### config.mk
export PLATFORM = sky130hd
export DESIGN_NAME = first_fit_pool_allocator_core
export DESIGN_NICKNAME = d
export VERILOG_FILES = /design/src/hw/rtl/ffpa_pkg.sv /design/src/hw/rtl/ffpa_cell.sv /design/src/hw/rtl/ffpa_ctrl.sv /design/src/hw/rtl/first_fit_pool_allocator_core.sv
export SDC_FILE = /design/constraint.sdc
export NUM_CORES = 2
export LEC_CHECK = 0
export ABC_AREA = 1
export BUFFER_PORTS_ARGS = -buffer_cell sky130_fd_sc_hd__buf_2
export CORE_MARGIN = 2
export CORE_UTILIZATION = 62
export DETAILED_ROUTE_END_ITERATION = 10
export GPL_TIMING_DRIVEN = 0
export HOLD_SLACK_MARGIN = 0.08
export PLACE_DENSITY = 0.78
export SETUP_SLACK_MARGIN = 0.15
export SLEW_MARGIN = 0
export SYNTH_ARGS = -nofsm -noshare
export SYNTH_HDL_FRONTEND = slang
export SYNTH_SLANG_ARGS = --single-unit
### constraint.sdc
create_clock -name clk -period 8.65 [get_ports clk]
set_input_delay 1.2975 -clock clk [delete_from_list [all_inputs] [get_ports clk]]
set_output_delay 1.2975 -clock clk [all_outputs]
set_load 0.005 [all_outputs]
### src/hw/rtl/ffpa_pkg.sv
package ffpa_pkg;

  localparam int MAX_BLOCKS   = 64;
  localparam int HDR_BYTES    = 16;
  localparam int ALIGN_BYTES  = 8;
  localparam int OFF_W        = 16;
  localparam int IDX_W        = $clog2(MAX_BLOCKS);
  localparam int CNT_W        = $clog2(MAX_BLOCKS + 1);
  // padded request plus header, and that plus another header
  localparam int NEED_W       = OFF_W + 2;
  localparam int IN_TDATA_W   = 2 * OFF_W;
  localparam int OUT_TDATA_W  = 2 + 3 * OFF_W + 2 * CNT_W;

  localparam logic [OFF_W-1:0] POOL_RESET = OFF_W'(4096);

  localparam logic MODE_ALLOC = 1'b0;
  localparam logic MODE_FREE  = 1'b1;

  localparam logic [1:0] ST_OK      = 2'd0;
  localparam logic [1:0] ST_NOFIT   = 2'd1;
  localparam logic [1:0] ST_UNKNOWN = 2'd2;
  localparam logic [1:0] ST_NULL    = 2'd3;

  typedef struct packed {
    logic             present;
    logic             used;
    logic [OFF_W-1:0] start;
    logic [OFF_W-1:0] len;
  } entry_t;

  typedef struct packed {
    logic             shift;
    logic             init;
    logic [OFF_W-1:0] pool;
  } chain_ctl_t;

endpackage

### src/hw/rtl/ffpa_cell.sv
module ffpa_cell (
  input  logic                clk,
  input  logic                rst_n,
  input  ffpa_pkg::chain_ctl_t ctl,
  input  logic                is_first,
  input  ffpa_pkg::entry_t    d_in,
  output ffpa_pkg::entry_t    q
);
  import ffpa_pkg::*;

  entry_t q_r, q_nxt, seed;

  // the first cell holds the single free block after reset or a pool write
  always_comb begin
    seed = '0;
    if (is_first) begin
      seed.present = 1'b1;
      seed.len     = rst_n ? ctl.pool : POOL_RESET;
    end
  end

  always_comb begin
    q_nxt = q_r;
    priority if (ctl.init) begin
      q_nxt = seed;
    end else if (ctl.shift) begin
      q_nxt = d_in;
    end
  end

  always_ff @(posedge clk) begin
    if (!rst_n) begin
      q_r <= seed;
    end else begin
      q_r <= q_nxt;
    end
  end

  assign q = q_r;

endmodule

### src/hw/rtl/ffpa_ctrl.sv
module ffpa_ctrl (
  input  logic                             clk,
  input  logic                             rst_n,
  input  logic                             in_tvalid,
  output logic                             in_tready,
  input  logic [ffpa_pkg::IN_TDATA_W-1:0]  in_tdata,
  input  logic                             in_tuser,
  output logic                             out_tvalid,
  input  logic                             out_tready,
  output logic [ffpa_pkg::OUT_TDATA_W-1:0] out_tdata,
  input  logic                             cfg_we,
  input  logic [ffpa_pkg::OFF_W-1:0]       cfg_wdata,
  input  ffpa_pkg::entry_t                 tail,
  output ffpa_pkg::entry_t                 head,
  output ffpa_pkg::chain_ctl_t             ctl
);
  import ffpa_pkg::*;

  typedef enum logic [3:0] {
    S_IDLE  = 4'b0001,
    S_SCAN  = 4'b0010,
    S_APPLY = 4'b0100,
    S_DONE  = 4'b1000
  } state_t;

  state_t state_r, state_nxt;
  logic [IDX_W-1:0] cnt_r, cnt_nxt;
  logic mode_r, mode_nxt;
  logic [NEED_W-1:0] need_r, need_nxt;
  logic [OFF_W-1:0] fs_r, fs_nxt;
  logic fs_ok_r, fs_ok_nxt, null_r, null_nxt;
  logic found_r, found_nxt, empty_r, empty_nxt;
  logic [OFF_W-1:0] hit_start_r, hit_start_nxt, hit_len_r, hit_len_nxt;
  logic p_found_r, p_found_nxt, n_found_r, n_found_nxt, n_free_r, n_free_nxt;
  logic [OFF_W-1:0] n_start_r, n_start_nxt, n_len_r, n_len_nxt;
  logic placed_r, placed_nxt;
  logic [OFF_W-1:0] avail_r, avail_nxt, alloc_r, alloc_nxt;
  logic [CNT_W-1:0] nfree_r, nfree_nxt, nused_r, nused_nxt;
  logic out_valid_r, out_valid_nxt;
  logic [OUT_TDATA_W-1:0] out_data_r, out_data_nxt;

  logic [OFF_W-1:0] req, addr;
  logic accept, last, split, nmerge, fit, is_prev;
  logic [OFF_W-1:0] merged_len;
  entry_t rem;
  logic [1:0] status;
  logic [OFF_W-1:0] grant;

  assign req    = in_tdata[OFF_W-1:0];
  assign addr   = in_tdata[2*OFF_W-1:OFF_W];
  assign accept = in_tvalid && in_tready;
  assign last   = (cnt_r == IDX_W'(MAX_BLOCKS - 1));

  assign in_tready = (state_r == S_IDLE);

  assign ctl.shift = (state_r == S_SCAN) || (state_r == S_APPLY);
  assign ctl.init  = cfg_we;
  assign ctl.pool  = cfg_wdata;

  // remainder is split off only when it can hold a header and a cell is empty
  assign split = (mode_r == MODE_ALLOC) && found_r && empty_r &&
                 ({2'b0, hit_len_r} >= need_r + NEED_W'(HDR_BYTES));
  assign rem.present = 1'b1;
  assign rem.used    = 1'b0;
  assign rem.start   = hit_start_r + need_r[OFF_W-1:0];
  assign rem.len     = hit_len_r - need_r[OFF_W-1:0];

  assign nmerge = n_found_r && n_free_r &&
                  ({1'b0, n_start_r} == {1'b0, fs_r} + {1'b0, hit_len_r});
  assign merged_len = hit_len_r + (nmerge ? n_len_r : '0);

  assign fit = tail.present && !tail.used && ({2'b0, tail.len} >= need_r);
  assign is_prev = tail.present && !tail.used &&
                   ({1'b0, tail.start} + {1'b0, tail.len} == {1'b0, fs_r});

  always_comb begin
    if (mode_r == MODE_ALLOC) begin
      status = found_r ? ST_OK : ST_NOFIT;
    end else if (null_r) begin
      status = ST_NULL;
    end else begin
      status = found_r ? ST_OK : ST_UNKNOWN;
    end
    grant = ((mode_r == MODE_ALLOC) && found_r) ? hit_start_r + OFF_W'(HDR_BYTES) : '0;
  end

  always_comb begin
    state_nxt     = state_r;
    cnt_nxt       = cnt_r;
    mode_nxt      = mode_r;
    need_nxt      = need_r;
    fs_nxt        = fs_r;
    fs_ok_nxt     = fs_ok_r;
    null_nxt      = null_r;
    found_nxt     = found_r;
    empty_nxt     = empty_r;
    hit_start_nxt = hit_start_r;
    hit_len_nxt   = hit_len_r;
    p_found_nxt   = p_found_r;
    n_found_nxt   = n_found_r;
    n_free_nxt    = n_free_r;
    n_start_nxt   = n_start_r;
    n_len_nxt     = n_len_r;
    placed_nxt    = placed_r;
    avail_nxt     = avail_r;
    alloc_nxt     = alloc_r;
    nfree_nxt     = nfree_r;
    nused_nxt     = nused_r;
    out_data_nxt  = out_data_r;
    out_valid_nxt = out_valid_r && !out_tready;
    head          = tail;

    unique case (state_r)
      S_IDLE: begin
        if (accept) begin
          mode_nxt    = in_tuser;
          need_nxt    = NEED_W'(((({2'b0, req} + NEED_W'(ALIGN_BYTES - 1)) / ALIGN_BYTES)
                        * ALIGN_BYTES)) + NEED_W'(HDR_BYTES);
          fs_nxt      = addr - OFF_W'(HDR_BYTES);
          fs_ok_nxt   = (addr >= OFF_W'(HDR_BYTES));
          null_nxt    = (addr == '0);
          found_nxt   = 1'b0;
          empty_nxt   = 1'b0;
          p_found_nxt = 1'b0;
          n_found_nxt = 1'b0;
          placed_nxt  = 1'b0;
          avail_nxt   = '0;
          alloc_nxt   = '0;
          nfree_nxt   = '0;
          nused_nxt   = '0;
          cnt_nxt     = '0;
          state_nxt   = S_SCAN;
        end
      end

      // first lap: look only, the ring goes round unchanged
      S_SCAN: begin
        if (!tail.present) begin
          empty_nxt = 1'b1;
        end
        if (mode_r == MODE_ALLOC) begin
          if (fit && (!found_r || tail.start < hit_start_r)) begin
            found_nxt     = 1'b1;
            hit_start_nxt = tail.start;
            hit_len_nxt   = tail.len;
          end
        end else begin
          if (fs_ok_r && tail.present && tail.used && tail.start == fs_r) begin
            found_nxt   = 1'b1;
            hit_len_nxt = tail.len;
          end
          if (is_prev) begin
            p_found_nxt = 1'b1;
          end
          if (tail.present && tail.start > fs_r &&
              (!n_found_r || tail.start < n_start_r)) begin
            n_found_nxt = 1'b1;
            n_start_nxt = tail.start;
            n_len_nxt   = tail.len;
            n_free_nxt  = !tail.used;
          end
        end
        cnt_nxt = cnt_r + 1'b1;
        if (last) begin
          state_nxt = S_APPLY;
        end
      end

      // second lap: edit entries in passing and total up what leaves the head
      S_APPLY: begin
        if (mode_r == MODE_ALLOC) begin
          if (found_r && tail.present && !tail.used && tail.start == hit_start_r) begin
            head.used = 1'b1;
            if (split) begin
              head.len = need_r[OFF_W-1:0];
            end
          end else if (split && !placed_r && !tail.present) begin
            head       = rem;
            placed_nxt = 1'b1;
          end
        end else if (found_r) begin
          if (is_prev) begin
            head.len = tail.len + merged_len;
          end else if (tail.present && tail.used && tail.start == fs_r) begin
            if (p_found_r) begin
              head.present = 1'b0;
            end else begin
              head.used = 1'b0;
              head.len  = merged_len;
            end
          end else if (nmerge && tail.present && !tail.used && tail.start == n_start_r) begin
            head.present = 1'b0;
          end
        end
        if (head.present) begin
          if (head.used) begin
            alloc_nxt = alloc_r + head.len;
            nused_nxt = nused_r + 1'b1;
          end else begin
            avail_nxt = avail_r + head.len;
            nfree_nxt = nfree_r + 1'b1;
          end
        end
        cnt_nxt = cnt_r + 1'b1;
        if (last) begin
          state_nxt = S_DONE;
        end
      end

      S_DONE: begin
        if (!out_valid_r || out_tready) begin
          out_valid_nxt = 1'b1;
          out_data_nxt  = {nused_r, nfree_r, alloc_r, avail_r, grant, status};
          state_nxt     = S_IDLE;
        end
      end

      default: state_nxt = S_IDLE;
    endcase
  end

  always_ff @(posedge clk) begin
    if (!rst_n) begin
      state_r     <= S_IDLE;
      cnt_r       <= '0;
      out_valid_r <= 1'b0;
    end else begin
      state_r     <= state_nxt;
      cnt_r       <= cnt_nxt;
      out_valid_r <= out_valid_nxt;
    end
  end

  always_ff @(posedge clk) begin
    mode_r      <= mode_nxt;
    need_r      <= need_nxt;
    fs_r        <= fs_nxt;
    fs_ok_r     <= fs_ok_nxt;
    null_r      <= null_nxt;
    found_r     <= found_nxt;
    empty_r     <= empty_nxt;
    hit_start_r <= hit_start_nxt;
    hit_len_r   <= hit_len_nxt;
    p_found_r   <= p_found_nxt;
    n_found_r   <= n_found_nxt;
    n_free_r    <= n_free_nxt;
    n_start_r   <= n_start_nxt;
    n_len_r     <= n_len_nxt;
    placed_r    <= placed_nxt;
    avail_r     <= avail_nxt;
    alloc_r     <= alloc_nxt;
    nfree_r     <= nfree_nxt;
    nused_r     <= nused_nxt;
    out_data_r  <= out_data_nxt;
  end

  assign out_tvalid = out_valid_r;
  assign out_tdata  = out_data_r;

endmodule

### src/hw/rtl/first_fit_pool_allocator_core.sv
// channel   dir  handshake            payload
// in_       in   in_tvalid/in_tready  tuser: mode; tdata: request_bytes, block_address
// out_      out  out_tvalid/out_tready tdata: status, granted_address, bytes_available,
//                                      bytes_allocated, free_block_count, used_block_count
// cfg_      in   cfg_we               cfg_wdata: pool_bytes
//
// Each request rotates the ring of 64 block cells once to find the block, then once
// more to edit it and total the table, and then hands the beat to the output register.
// Reset and a pool write both leave one free block at offset 0 at once, no clearing lap.
// A waiting result does not hold the ring; a finished request waits only for the register.
module first_fit_pool_allocator_core (
  input  logic                             clk,
  input  logic                             rst_n,
  input  logic                             in_tvalid,
  output logic                             in_tready,
  // [15:0] request_bytes, [31:16] block_address
  input  logic [ffpa_pkg::IN_TDATA_W-1:0]  in_tdata,
  // [0] mode
  input  logic                             in_tuser,
  output logic                             out_tvalid,
  input  logic                             out_tready,
  // [1:0] status, [17:2] granted_address, [33:18] bytes_available,
  // [49:34] bytes_allocated, [56:50] free_block_count, [63:57] used_block_count
  output logic [ffpa_pkg::OUT_TDATA_W-1:0] out_tdata,
  input  logic                             cfg_we,
  input  logic [ffpa_pkg::OFF_W-1:0]       cfg_wdata
);
  import ffpa_pkg::*;

  entry_t     chain [MAX_BLOCKS];
  entry_t     head;
  chain_ctl_t ctl;

  ffpa_ctrl u_ctrl (
    .clk        (clk),
    .rst_n      (rst_n),
    .in_tvalid  (in_tvalid),
    .in_tready  (in_tready),
    .in_tdata   (in_tdata),
    .in_tuser   (in_tuser),
    .out_tvalid (out_tvalid),
    .out_tready (out_tready),
    .out_tdata  (out_tdata),
    .cfg_we     (cfg_we),
    .cfg_wdata  (cfg_wdata),
    .tail       (chain[MAX_BLOCKS-1]),
    .head       (head),
    .ctl        (ctl)
  );

  for (genvar k = 0; k < MAX_BLOCKS; k++) begin : g_cell
    if (k == 0) begin : g_first
      ffpa_cell u_cell (
        .clk      (clk),
        .rst_n    (rst_n),
        .ctl      (ctl),
        .is_first (1'b1),
        .d_in     (head),
        .q        (chain[k])
      );
    end else begin : g_rest
      ffpa_cell u_cell (
        .clk      (clk),
        .rst_n    (rst_n),
        .ctl      (ctl),
        .is_first (1'b0),
        .d_in     (chain[k-1]),
        .q        (chain[k])
      );
    end
  end

endmodule

==> summary.md <==
| Metric | Value |
|---|---|
| Outcome | `finished clean` |
| Ys async rst share | `0%` |
| Layout cells sized above 1 | `5.39%` |
| Clock Tree Root | `clkbuf_16` |
| WL final | `236000 um` |
| Synth area leaders | `dfxtp_1 51%, o22ai_1 16%, inv_1 11%` |
| Worst R2R End | `u_ctrl.alloc_r[15]` |
| Most used cell along the critical path | `nand2_1` |
| Crit-path max FO | `10` |
| Num CTS Buffers | `217` |
| Routed Antenna Nets | `0` |
| DR vias/cell | `5.76` |
| Combinational group share of total power | `13.5%` |
| Clock Pin Slew Worst Setup and Hold Paths | `0.07 ns` |
| Routed len/inst | `20.2 um` |
| Tot GR Track Use | `32.6%` |
| Area growth syn-to-layout | `12.2%` |
| Syn Nets | `9570` |
| Grt ovf | `0` |
| Critical Path Sink Type | `flip-flop` |
| Internal power | `18000 uW` |
| Clock Latency Late Sink | `0.85 ns` |
| Initial Util | `62.3%` |
| Synth warn | `0` |
| Vias in the first global route | `64700` |
| Critical path arrival | `8.51 ns` |
| H-tree depth | `4` |
| Reg2Reg Depth | `40` |
| Max-slew violation count | `0` |
| Power Dens Cells | `261 nW/um^2` |
| Max-cap violations | `0` |
| Ys flop type | `dfxtp_1` |
| Setup TNS | `0 ns` |
| Rel. slew slack | `5.47%` |
| Crit Reg-Reg Startpoint | `u_ctrl.fs_r[0]` |
| Final net count | `9919` |
| Input/output buffers | `118` |
| Post-synthesis cell count | `9306` |
| Post-synthesis sequential area ratio | `59.0%` |
| Final period utilization | `91.4%` |
| Cell Rows | `136` |
| Critical Path Stages | `40` |
| Worst slew pin tran | `1.42 ns` |
| Routability cong. | `0.957` |
| RSZ-0062 raised after global routing | `true` |
| Pleak | `0.0326 uW` |
| Setup Viol. Count Final | `0` |
| Crit start category | `flip-flop` |
| Fin. Hold Viols | `0` |
| Seq pwr share | `47.7%` |
| CP max stage cell | `edfxtp_1` |
| Largest net degree at the start of global routing | `34` |
| Mapped cell area | `85400 sq um` |
| Final Util | `69.9%` |
| Die height | `375 um` |
| DRC violations left | `0` |
| Clock share of power | `38.9%` |
| Initial DRC Count | `6088` |
| Worst Path Required | `9.26 ns` |
| Cell with the most instances after synthesis | `inv_1` |
| Clock Tree Buf Depth | `3` |
| Worst path top cell family by delay | `compound AO/OA/AOI/OAI gates` |
| Most frequent cells after synthesis | `2482 x inv_1, 2171 x dfxtp_1, 2120 x o22ai_1` |
| Min cycle time layout | `7.90 ns` |
| Peak Freq | `127 MHz` |
| Global-route wire length before repair | `360000 um` |
| Worst Path Buf+Inv | `4` |
| Die ar. | `141000 sq um` |
| Initial antenna violation count | `12` |
| CTS tree | `done` |
| #FFs+latches synth | `2401` |
| Dpl hpwl | `172000 um` |
| Max Clock Skew | `0.0484 ns` |
| Synth top area share | `50.9%` |
| Worst Hold Depth | `2` |
| Synth area leader | `dfxtp_1` |
| IO Pins | `120` |
| Hold endpoint | `g_cell[28].g_rest.u_cell.q[5]` |
| Worst vdd ir | `208 uV` |
| DR pass1 iterations | `6` |
| CTS sink count | `2401` |
| CP max stage delay | `0.47 ns` |
| DR vias | `67100` |
| Worst Hold Class | `reg -> reg` |
| Die Span X | `375 um` |
| Core Region | `137000 sq um` |
| Mean Syn Cell Area | `9.18 sq um` |
| Post-synth cell types | `56` |
| Crit Path Category | `reg -> reg` |
| Switching power total | `6930 uW` |
| Post-synth EDFFs | `230` |
| Hold path startpoint | `g_cell[27].g_rest.u_cell.q[5]` |
| Sw Share | `27.7%` |
| R2R setup slack | `0.75 ns` |
==> worst reg2reg max path, delay by kind of cell (launching register included) <==
family | cells | cell delay, ns
AOI/OAI and AO/OA | 12 | 2.44
xor gates and xnor gates | 5 | 0.88
adders and majority gates | 5 | 1.70
buffers and inverters | 4 | 0.59
DFF | 1 | 0.47
and+or+nand+nor | 14 | 1.63
==> power by group through the flow <==
| stage | Clock (uW) | Sequential (uW) | Combinational [uW] |
|---|---|---|---|
| floorplan | 0 | 12000 | 2180 |
| finish | 9700 | 11900 | 3360 |
| global placement | 0 | 12200 | 3100 |
| CTS | 9710 | 11900 | 3270 |
| detailed placement | 0 | 12100 | 3230 |
| global route | 10200 | 11900 | 3670 |
==> kinds of logic after synthesis <==
kind of cell | after synthesis | synth area share [%]
AND/OR/NAND/NOR | 934 | 4.69
XOR/XNOR | 109 | 1.12
flip-flops | 2401 | 59.0
AO/OA/AOI/OAI | 2647 | 18.9
buffers and inverters | 3004 | 13.2
other | 1 | 0.00439
adder cells (fa/ha/maj) | 210 | 3.15
==> layer usage <==
metal,vias to the layer above,wire length [um],GRT usage (%),share of wire (%)
li1,31700,-,-,-
met4,12,11800,15.6,5.0
met1,32200,97600,42.6,41
met3,586,18300,5.40,7.8
met5,-,79,0,0.034
met2,2593,108000,53.1,46
==> how the worst max path moves through the flow <==
stage	start	endpoint	slack, ns
floorplan	u_ctrl.hit_len_r[0]	u_ctrl.alloc_r[15]	1.92
global placement	u_ctrl.hit_len_r[0]	u_ctrl.alloc_r[15]	-0.08
detailed placement	u_ctrl.hit_len_r[0]	u_ctrl.alloc_r[15]	-0.09
CTS	u_ctrl.hit_len_r[0]	u_ctrl.alloc_r[15]	0.35
global route	u_ctrl.fs_r[0]	u_ctrl.alloc_r[15]	0.08
finish	u_ctrl.fs_r[0]	u_ctrl.alloc_r[15]	0.75
==> sequential cells by signal, summed over array words and instances (netlist names), 7 cells and up <==
register	count
u_ctrl.fs_r	16
g_cell.g_first.u_cell.q	34
u_ctrl.alloc_r	16
u_ctrl.n_len_r	16
u_ctrl.hit_start_r	16
g_cell.g_rest.u_cell.q	2142
u_ctrl.out_tdata	64
u_ctrl.n_start_r	16
u_ctrl.nfree_r	7
u_ctrl.need_r	15
u_ctrl.hit_len_r	16
u_ctrl.nused_r	7
u_ctrl.avail_r	16
==> placed cells by master (no fill, tap or decap), types with 195 or more instances in the layout <==
master and n:
nor2_1 195, clkbuf_1 520, nand2_1 468, inv_1 2482, clkbuf_16 218, dfxtp_1 2171
a21oi_1 246, o22ai_1 2119, ha_1 202, edfxtp_1 230
==> what timing repair did <==
item / 4_1_cts / 5_1_grt
hold endpoints to repair: 0 / 0
gates resized for setup: 1 / 21
setup buffers: 2 / 5
setup endpoints to repair: 1 / 5
pin swaps: 0 / 1
hold buffers: 0 / 0
==> metrics by stage <==
step           hold WS [ns]  total power [uW]  std cells  area (sq um)  setup WS (ns)
3_3_place_gp          0.435             15300      11200         88300        -0.0803
2_1_floorplan         0.422             14200       9306         85400           1.92
6_report              0.439             25000      11600         95800          0.746
5_1_grt               0.449             25800      11600         95800         0.0842
4_1_cts               0.439             24900      11600         95700          0.349
3_5_place_dp          0.438             15400      11200         88400        -0.0877
==> area by class of cell <==
| cell class | instances | area, sq um |
|---|---|---|
| Sequential cell | 2401 | 50400 |
| Fill cell | 10100 | 41300 |
| Multi-Input combinational cell | 3901 | 23900 |
| Inverter | 2491 | 9350 |
| Clock buffer | 336 | 6480 |
| Tap cell | 1794 | 2240 |
| Buffer | 513 | 1940 |
| Clock inverter | 68 | 831 |
| Timing Repair Buffer | 130 | 738 |
| Antenna cell | 4 | 10.0 |
Power figures use the tool's default switching activity.
